[src/hw/rtl/oac_pkg.sv]
// ----------------------------------------------------------------------------
// oac_pkg
// Shared types and constants for the orientation align controller: register
// indexes, fixed-point angle constants and the configuration bundle.
// ----------------------------------------------------------------------------
package oac_pkg;

  // angle constants, Q3.12 radians, carried at turn width
  localparam int TURN_W = 17;
  localparam logic signed [TURN_W-1:0] PI_Q     = 17'sd12868;
  localparam logic signed [TURN_W-1:0] TWO_PI_Q = 17'sd25736;

  // configuration port geometry
  localparam int CFG_IDX_W  = 3;
  localparam int CFG_DATA_W = 16;

  // register indexes
  typedef enum logic [CFG_IDX_W-1:0] {
    REG_SATISFACTION_ANGLE = 3'd0,
    REG_SLOW_ANGLE         = 3'd1,
    REG_INV_SLOW_ANGLE     = 3'd2,
    REG_MAX_ANGULAR_SPEED  = 3'd3,
    REG_INV_TIME_TO_TARGET = 3'd4,
    REG_MAX_ANGULAR_ACCEL  = 3'd5
  } cfg_idx_t;

  // live register values handed to the datapath
  typedef struct packed {
    logic [13:0] satisfaction_angle;
    logic [13:0] slow_angle;
    logic [15:0] inv_slow_angle;
    logic [14:0] max_angular_speed;
    logic [15:0] inv_time_to_target;
    logic [14:0] max_angular_accel;
  } cfg_t;

endpackage

[src/hw/rtl/orientation_align_controller_core.sv]
// ----------------------------------------------------------------------------
// orientation_align_controller_core
// Align steering: turns a heading error and present angular speed into a
// clamped angular acceleration command or a stop indication.
// ----------------------------------------------------------------------------
// Usage:
//   Input: drive in_target_heading, in_current_heading, in_current_speed and
//   raise start; the transfer happens at each edge with start high and busy
//   low. busy stays low, so a new item may be given on every cycle.
//   Result: out_valid pulses for one cycle with out_stop_rotation and
//   out_angular_accel; it must be taken in that cycle, there is no stall.
//   Pipeline: the result leaves a seven-register pipeline, so throughput is
//   one item per cycle; the two-multiply chain for the slow zone and the
//   acceleration multiply each get their own stage.
//   Configuration: cfg_we, cfg_index, cfg_wdata write one register per edge;
//   write only while no item is in flight. Unknown indexes are ignored.
//   Reset: synchronous on rst_n low; empties the pipeline (no strobes) and
//   loads the register defaults.
// ----------------------------------------------------------------------------
module orientation_align_controller_core import oac_pkg::*; (
  input  logic                  clk,
  input  logic                  rst_n,
  // input channel
  input  logic                  start,
  output logic                  busy,
  input  logic signed [14:0]    in_target_heading,
  input  logic signed [14:0]    in_current_heading,
  input  logic signed [15:0]    in_current_speed,
  // result channel
  output logic                  out_valid,
  output logic                  out_stop_rotation,
  output logic signed [15:0]    out_angular_accel,
  // configuration port
  input  logic                  cfg_we,
  input  logic [CFG_IDX_W-1:0]  cfg_index,
  input  logic [CFG_DATA_W-1:0] cfg_wdata
);

  cfg_t cfg_r;
  cfg_t cfg_nxt;
  logic in_xfer;

  // register write decode, values masked to register width
  always_comb begin
    cfg_nxt = cfg_r;
    if (cfg_we) begin
      unique case (cfg_idx_t'(cfg_index))
        REG_SATISFACTION_ANGLE: cfg_nxt.satisfaction_angle = cfg_wdata[13:0];
        REG_SLOW_ANGLE:         cfg_nxt.slow_angle         = cfg_wdata[13:0];
        REG_INV_SLOW_ANGLE:     cfg_nxt.inv_slow_angle     = cfg_wdata[15:0];
        REG_MAX_ANGULAR_SPEED:  cfg_nxt.max_angular_speed  = cfg_wdata[14:0];
        REG_INV_TIME_TO_TARGET: cfg_nxt.inv_time_to_target = cfg_wdata[15:0];
        REG_MAX_ANGULAR_ACCEL:  cfg_nxt.max_angular_accel  = cfg_wdata[14:0];
        default:                cfg_nxt = cfg_r;
      endcase
    end
  end

  // configuration registers with defaults
  always_ff @(posedge clk) begin
    if (!rst_n) begin
      cfg_r.satisfaction_angle <= 14'd72;
      cfg_r.slow_angle         <= 14'd2048;
      cfg_r.inv_slow_angle     <= 16'd512;
      cfg_r.max_angular_speed  <= 15'd768;
      cfg_r.inv_time_to_target <= 16'd2560;
      cfg_r.max_angular_accel  <= 15'd1280;
    end else begin
      cfg_r <= cfg_nxt;
    end
  end

  // pipeline never backs up, so the input side is always open
  assign busy    = 1'b0;
  assign in_xfer = start & ~busy;

  oac_datapath u_datapath (
    .clk               (clk),
    .rst_n             (rst_n),
    .in_valid          (in_xfer),
    .in_target_heading (in_target_heading),
    .in_current_heading(in_current_heading),
    .in_current_speed  (in_current_speed),
    .cfg               (cfg_r),
    .out_valid         (out_valid),
    .out_stop_rotation (out_stop_rotation),
    .out_angular_accel (out_angular_accel)
  );

endmodule

[src/hw/rtl/oac_datapath.sv]
// ----------------------------------------------------------------------------
// oac_datapath
// Seven-stage pipeline: turn wrap, zone compare with first multiply, second
// multiply, wanted speed, speed error, acceleration multiply, round and clamp.
// ----------------------------------------------------------------------------
module oac_datapath import oac_pkg::*; (
  input  logic               clk,
  input  logic               rst_n,
  input  logic               in_valid,
  input  logic signed [14:0] in_target_heading,
  input  logic signed [14:0] in_current_heading,
  input  logic signed [15:0] in_current_speed,
  input  cfg_t               cfg,
  output logic               out_valid,
  output logic               out_stop_rotation,
  output logic signed [15:0] out_angular_accel
);

  // stage valid bits
  logic [5:0] vld_r;
  logic       out_valid_r;

  // stage 1: wrapped turn as sign and magnitude
  logic signed [TURN_W-1:0] diff;
  logic signed [TURN_W-1:0] wrap_hi;
  logic signed [TURN_W-1:0] wrap_lo;
  logic signed [TURN_W-1:0] turn_abs;
  logic                     s1_neg_r;
  logic [13:0]              s1_mag_r;
  logic signed [15:0]       s1_spd_r;

  // stage 2: zone flags and first product
  logic                     s2_neg_r;
  logic                     s2_stop_r;
  logic                     s2_slow_r;
  logic [28:0]              s2_p1_r;
  logic signed [15:0]       s2_spd_r;

  // stage 3: full slow-zone product
  logic                     s3_neg_r;
  logic                     s3_stop_r;
  logic                     s3_slow_r;
  logic [44:0]              s3_p2_r;
  logic signed [15:0]       s3_spd_r;

  // stage 4: wanted speed
  logic [45:0]              ws_sum;
  logic [25:0]              ws_rnd;
  logic [14:0]              ws_mag;
  logic signed [15:0]       s4_wanted_r;
  logic                     s4_stop_r;
  logic signed [15:0]       s4_spd_r;

  // stage 5: speed error as sign and magnitude
  logic signed [17:0]       delta;
  logic signed [17:0]       delta_abs;
  logic                     s5_stop_r;
  logic                     s5_neg_r;
  logic [16:0]              s5_mag_r;

  // stage 6: acceleration product
  logic                     s6_stop_r;
  logic                     s6_neg_r;
  logic [32:0]              s6_p3_r;

  // output stage
  logic [33:0]              ac_sum;
  logic [25:0]              ac_rnd;
  logic [14:0]              ac_mag;
  logic signed [15:0]       ac_val;
  logic                     out_stop_r;
  logic signed [15:0]       out_accel_r;

  // valid bits travel with the data
  always_ff @(posedge clk) begin
    if (!rst_n) begin
      vld_r       <= '0;
      out_valid_r <= 1'b0;
    end else begin
      vld_r       <= {vld_r[4:0], in_valid};
      out_valid_r <= vld_r[5];
    end
  end

  // shortest turn, wrapped once each way by two pi
  always_comb begin
    diff     = {{2{in_target_heading[14]}}, in_target_heading}
             - {{2{in_current_heading[14]}}, in_current_heading};
    wrap_hi  = (diff > PI_Q) ? diff - TWO_PI_Q : diff;
    wrap_lo  = (wrap_hi <= -PI_Q) ? wrap_hi + TWO_PI_Q : wrap_hi;
    turn_abs = wrap_lo[TURN_W-1] ? -wrap_lo : wrap_lo;
  end

  always_ff @(posedge clk) begin
    s1_neg_r <= wrap_lo[TURN_W-1];
    s1_mag_r <= turn_abs[13:0];
    s1_spd_r <= in_current_speed;
  end

  // zone compares and turn times max speed
  always_ff @(posedge clk) begin
    s2_neg_r  <= s1_neg_r;
    s2_stop_r <= s1_mag_r < cfg.satisfaction_angle;
    s2_slow_r <= s1_mag_r < cfg.slow_angle;
    s2_p1_r   <= 29'(s1_mag_r) * 29'(cfg.max_angular_speed);
    s2_spd_r  <= s1_spd_r;
  end

  // times reciprocal of slow angle
  always_ff @(posedge clk) begin
    s3_neg_r  <= s2_neg_r;
    s3_stop_r <= s2_stop_r;
    s3_slow_r <= s2_slow_r;
    s3_p2_r   <= 45'(s2_p1_r) * 45'(cfg.inv_slow_angle);
    s3_spd_r  <= s2_spd_r;
  end

  // round magnitude to Q7.8, limit to max speed (max speed outside slow zone), restore sign
  always_comb begin
    ws_sum = 46'(s3_p2_r) + 46'd524288;
    ws_rnd = ws_sum[45:20];
    if (!s3_slow_r) begin
      ws_mag = cfg.max_angular_speed;
    end else if (ws_rnd > 26'(cfg.max_angular_speed)) begin
      ws_mag = cfg.max_angular_speed;
    end else begin
      ws_mag = ws_rnd[14:0];
    end
  end

  always_ff @(posedge clk) begin
    s4_wanted_r <= s3_neg_r ? -$signed({1'b0, ws_mag}) : $signed({1'b0, ws_mag});
    s4_stop_r   <= s3_stop_r;
    s4_spd_r    <= s3_spd_r;
  end

  // speed error
  always_comb begin
    delta     = {{2{s4_wanted_r[15]}}, s4_wanted_r} - {{2{s4_spd_r[15]}}, s4_spd_r};
    delta_abs = delta[17] ? -delta : delta;
  end

  always_ff @(posedge clk) begin
    s5_stop_r <= s4_stop_r;
    s5_neg_r  <= delta[17];
    s5_mag_r  <= delta_abs[16:0];
  end

  // error times reciprocal of time to target
  always_ff @(posedge clk) begin
    s6_stop_r <= s5_stop_r;
    s6_neg_r  <= s5_neg_r;
    s6_p3_r   <= 33'(s5_mag_r) * 33'(cfg.inv_time_to_target);
  end

  // round to Q7.8, clamp to max accel, zero when stopping
  always_comb begin
    ac_sum = 34'(s6_p3_r) + 34'd128;
    ac_rnd = ac_sum[33:8];
    ac_mag = (ac_rnd > 26'(cfg.max_angular_accel)) ? cfg.max_angular_accel
                                                    : ac_rnd[14:0];
    if (s6_stop_r) begin
      ac_val = '0;
    end else if (s6_neg_r) begin
      ac_val = -$signed({1'b0, ac_mag});
    end else begin
      ac_val = $signed({1'b0, ac_mag});
    end
  end

  always_ff @(posedge clk) begin
    out_stop_r  <= s6_stop_r;
    out_accel_r <= ac_val;
  end

  assign out_valid         = out_valid_r;
  assign out_stop_rotation = out_stop_r;
  assign out_angular_accel = out_accel_r;

endmodule
[config.mk]
export PLATFORM = sky130hd
export DESIGN_NAME = orientation_align_controller_core
export DESIGN_NICKNAME = d
export VERILOG_FILES = /design/src/hw/rtl/oac_pkg.sv /design/src/hw/rtl/orientation_align_controller_core.sv /design/src/hw/rtl/oac_datapath.sv
export SDC_FILE = /design/constraint.sdc
export NUM_CORES = 2
export LEC_CHECK = 0
export ABC_CLOCK_PERIOD_IN_PS = 10000
export BUFFER_PORTS_ARGS = -buffer_cell sky130_fd_sc_hd__buf_2
export CAP_MARGIN = 20
export CORE_MARGIN = 8
export CORE_UTILIZATION = 40
export CTS_CLUSTER_DIAMETER = 40
export CTS_CLUSTER_SIZE = 14
export DETAILED_ROUTE_END_ITERATION = 7
export PLACE_DENSITY_LB_ADDON = 0.25
export SETUP_SLACK_MARGIN = 0.3
export SLEW_MARGIN = 20
export SYNTH_ARGS = -nofsm -noshare
export SYNTH_HDL_FRONTEND = slang
export SYNTH_SLANG_ARGS = --single-unit
[constraint.sdc]
create_clock -name clk -period 10 [get_ports clk]
set_input_delay 1.5 -clock clk [delete_from_list [all_inputs] [get_ports clk]]
set_output_delay 1.5 -clock clk [all_outputs]
set_load 0.01 [all_outputs]
==> metrics.txt <==
standby leakage power 0.0227 uW; number of vias after detailed routing 32.8k; clock buffer count from CTS 56; Gates resized, CTS repair 0; worst slew slack as a fraction of its limit 30.2%; via count of the first global-routing pass 34.6k; Bufs on Longest Clock Path 3; worst hold slack 0.325 ns; most common cell after layout, fill and taps aside sky130_fd_sc_hd__inv_1; EDFF count, synth 0; HP Class flop to flop; arrival time of data at the critical path endpoint 9.61 ns; Worst Path Required 10.50 ns; number of instances in the synthesized netlist 4992; number of iterations in the first detailed-routing pass 5; Achievable Freq 110 MHz; number of max-slew violations in the final report 0; DRC violations left 0; switching part of the total 47.8%; power density over the cells 218 nW/um2; worst hold path startpoint u_datapath.s3_spd_r[1]; net count reported at finish 6178; number of placed instances with taps included 6324; number of failing setup endpoints in the final timing report 0; clk_skew 0.0311 ns; max-cap check violation count 0; DIE WIDTH 347 um; Detailed Route WL 114000 um; Synth Net Count 6202; transition time of the tightest slew-check pin 1.04 ns; Worst IR Drop VDD 0.162 mV; post-layout instance count excluding filler cells 6425; pin count of the biggest net entering global routing 98; # rows 121; final weighted congestion of routability-driven global placement 0.903; clock slew at the register clock pins of the worst setup and hold paths 0.06 ns; post-synthesis average cell area 8.78 um2; fraction of layout cells with a size suffix above 1 5.51%; number of fillers in the final layout 10.7k; Post-synth ARST share 0%; CP Max Fanout 18; DR iter-0 viols 1760; DRT antenna net count 0; Critical Path Sink Type flop; result of the run completed; die height 347 um; cell area after layout 47500 um2; post-synthesis sequential area ratio 14.5%; Main synth FF type sky130_fd_sc_hd__dfxtp_1; warning count from the yosys run 0; H-tree depth 2; minimum clock period 9.11 ns; critical path startpoint cfg_r[50]; combinational share of power 60.3%; number of vias per cell after detailed routing 5.11; setup tns final 0 ns; launch instance of the worst register-to-register path cfg_r[50]; Remaining Overflow, GRT 0; count of clock tree sinks 318; insertion delay of the later-clocked pin in the worst-skew pair 0.63 ns; number of distinct standard cells referenced by the synthesized netlist 92; Hold Buf Count CTS 0; most used cells in the layout excluding fill and tap cells sky130_fd_sc_hd__inv_1, sky130_fd_sc_hd__nand2_1, sky130_fd_sc_hd__fa_1, sky130_fd_sc_hd__ha_1, sky130_fd_sc_hd__and2_1; post-CTS setup buffer count 0; number of input and output port buffers inserted 86; number of ports placed on the die boundary 88; WL per Instance 17.8 um; portion of total power attributed to the clock network 18.1%; initial antenna violation count 6; worst setup path category flop to flop; initial standard-cell utilization of the core 40.3%; HPWL after detailed placement 93100 um; Final Util 43.6%; portion of total power attributed to sequential cells 21.6%; synth-to-layout area growth 8.26%; TritonCTS clock tree yes; die footprint 120000 um2; number of storage elements in the synthesis netlist 318; instance area at placement 45600 um2; global-route wire length before repair 187000 um; Internal 5410 uW; final-report hold violation count 0; root cell of the clock tree sky130_fd_sc_hd__clkbuf_16; cell area after technology mapping 43900 um2; Startpoint Class flop; power dissipated by switching net loads 4950 uW; combined global-route utilization of all metal layers 19.2%; final critical-path share of the clock period 91.1%; RSZ-0062 raised after global routing no; core outline area 109000 um2
## cells in the mapped netlist (8+ instances only)
cell | instances | share of area, %
sky130_fd_sc_hd__a21o_1 | 32 | 0.55
sky130_fd_sc_hd__dfxtp_1 | 318 | 15
sky130_fd_sc_hd__nor4_1 | 16 | 0.23
sky130_fd_sc_hd__nand2b_1 | 22 | 0.31
sky130_fd_sc_hd__o21a_1 | 31 | 0.53
sky130_fd_sc_hd__nor2_1 | 130 | 1.1
sky130_fd_sc_hd__nor2b_1 | 28 | 0.40
sky130_fd_sc_hd__and3_1 | 36 | 0.51
sky130_fd_sc_hd__nand4_1 | 22 | 0.31
sky130_fd_sc_hd__a311oi_1 | 8 | 0.16
sky130_fd_sc_hd__xor2_1 | 54 | 1.1
sky130_fd_sc_hd__buf_2 | 9 | 0.10
sky130_fd_sc_hd__mux2i_1 | 25 | 0.57
sky130_fd_sc_hd__or2_2 | 12 | 0.17
sky130_fd_sc_hd__ha_1 | 404 | 12
sky130_fd_sc_hd__a21oi_1 | 107 | 1.2
sky130_fd_sc_hd__o21ai_1 | 10 | 0.11
sky130_fd_sc_hd__o21ai_0 | 79 | 0.90
sky130_fd_sc_hd__clkbuf_1 | 200 | 1.7
sky130_fd_sc_hd__nand3_1 | 62 | 0.71
sky130_fd_sc_hd__a211oi_1 | 15 | 0.26
sky130_fd_sc_hd__o31ai_1 | 9 | 0.15
sky130_fd_sc_hd__and2_1 | 359 | 5.1
sky130_fd_sc_hd__o211ai_1 | 25 | 0.43
sky130_fd_sc_hd__fa_1 | 737 | 34
sky130_fd_sc_hd__or3_1 | 14 | 0.20
sky130_fd_sc_hd__xnor2_1 | 136 | 2.7
sky130_fd_sc_hd__a31oi_1 | 20 | 0.29
sky130_fd_sc_hd__a21boi_0 | 88 | 1.5
sky130_fd_sc_hd__inv_1 | 922 | 7.9
sky130_fd_sc_hd__nand2_1 | 881 | 7.5
sky130_fd_sc_hd__nor3_1 | 47 | 0.54
## power groups by stage
| stage | combinational [uW] | clock, uW | sequential (uW) |
|---|---|---|---|
| after floorplan | 4870 | 0 | 1830 |
| after global placement | 6230 | 0 | 2250 |
| after detailed placement | 6310 | 0 | 2260 |
| after CTS | 6360 | 1930 | 2230 |
| after global routing | 7190 | 1990 | 2280 |
| final | 6250 | 1880 | 2240 |
## worst max-delay path, stage by stage, from the launching register on
cell and delay [ns]:
sky130_fd_sc_hd__dfxtp_1 0.63, sky130_fd_sc_hd__buf_4 0.38, sky130_fd_sc_hd__nand2_1 0.11, sky130_fd_sc_hd__fa_1 0.51
sky130_fd_sc_hd__inv_1 0.05, sky130_fd_sc_hd__fa_1 0.55, sky130_fd_sc_hd__fa_1 0.43, sky130_fd_sc_hd__fa_1 0.49
sky130_fd_sc_hd__inv_1 0.05, sky130_fd_sc_hd__fa_1 0.52, sky130_fd_sc_hd__inv_1 0.05, sky130_fd_sc_hd__fa_1 0.48
sky130_fd_sc_hd__ha_1 0.32, sky130_fd_sc_hd__a211o_1 0.30, sky130_fd_sc_hd__a2111oi_0 0.70, sky130_fd_sc_hd__o311ai_0 0.48
sky130_fd_sc_hd__a211oi_1 0.54, sky130_fd_sc_hd__buf_4 0.22, sky130_fd_sc_hd__a211oi_1 0.19, sky130_fd_sc_hd__o2111ai_1 0.30
sky130_fd_sc_hd__a21oi_1 0.14, sky130_fd_sc_hd__nor2_1 0.14, sky130_fd_sc_hd__a21oi_1 0.14, sky130_fd_sc_hd__a221o_1 0.41
sky130_fd_sc_hd__a221o_1 0.34, sky130_fd_sc_hd__a21oi_1 0.23, sky130_fd_sc_hd__o21bai_1 0.10, sky130_fd_sc_hd__xor2_1 0.14
## sequential cells by signal, summed over array words and instances (netlist names), 16 cells and up
signal / flops
cfg_r: 90
u_datapath.s4_spd_r: 16
u_datapath.s1_spd_r: 16
u_datapath.s3_p2_r: 26
u_datapath.s4_wanted_r: 16
u_datapath.s2_p1_r: 29
u_datapath.out_angular_accel: 16
u_datapath.s3_spd_r: 16
u_datapath.s6_p3_r: 26
u_datapath.s5_mag_r: 17
u_datapath.s2_spd_r: 16
## cell type report
cell class	count	area, um2	share of cell area, %
clock buffers	66	1520	3.20
multi-input cells	3536	33200	69.9
repair buffers	134	791	1.67
clock inverters	34	378	0.796
diodes	1	2.50	0.00527
inverters	922	3460	7.29
flip-flops and latches	318	6370	13.4
well taps	1414	1770	3.73
## kinds of logic after synthesis
logic type,after synthesis,synth area share (%)
AOI/OAI and AO/OA,515,8.16
xor gates and xnor gates,193,3.91
adders and majority gates,1141,45.2
buffers and inverters,1138,9.82
DFF,318,14.5
muxes,31,0.750
other,1,0.00855
and+or+nand+nor,1655,17.7
## layer usage
metal	share of wire, %	GRT usage, %	routed length [um]
met5	0.011	0	13
met4	4.6	7.85	5210
met3	5.2	2.50	5940
met2	49	33.8	56000
met1	41	23.7	47100
## final timing paths
path | end | slack (ns) | cells past startpoint
setup / recovery | u_datapath.s3_p2_r[43] | 0.89 | 27
hold / removal | u_datapath.s4_spd_r[1] | 0.32 | 0
setup reg to reg | u_datapath.s3_p2_r[43] | 0.89 | 27
hold reg to reg | u_datapath.s4_spd_r[1] | 0.32 | 0
## per-stage QoR
stage / total power (uW) / setup slack (ns)
4_1_cts: 10500 / 0.980
5_1_grt: 11500 / 0.471
2_1_floorplan: 6700 / 2.55
3_3_place_gp: 8490 / 1.29
3_5_place_dp: 8570 / 1.04
6_report: 10400 / 0.890
Power figures use the tool's default switching activity.
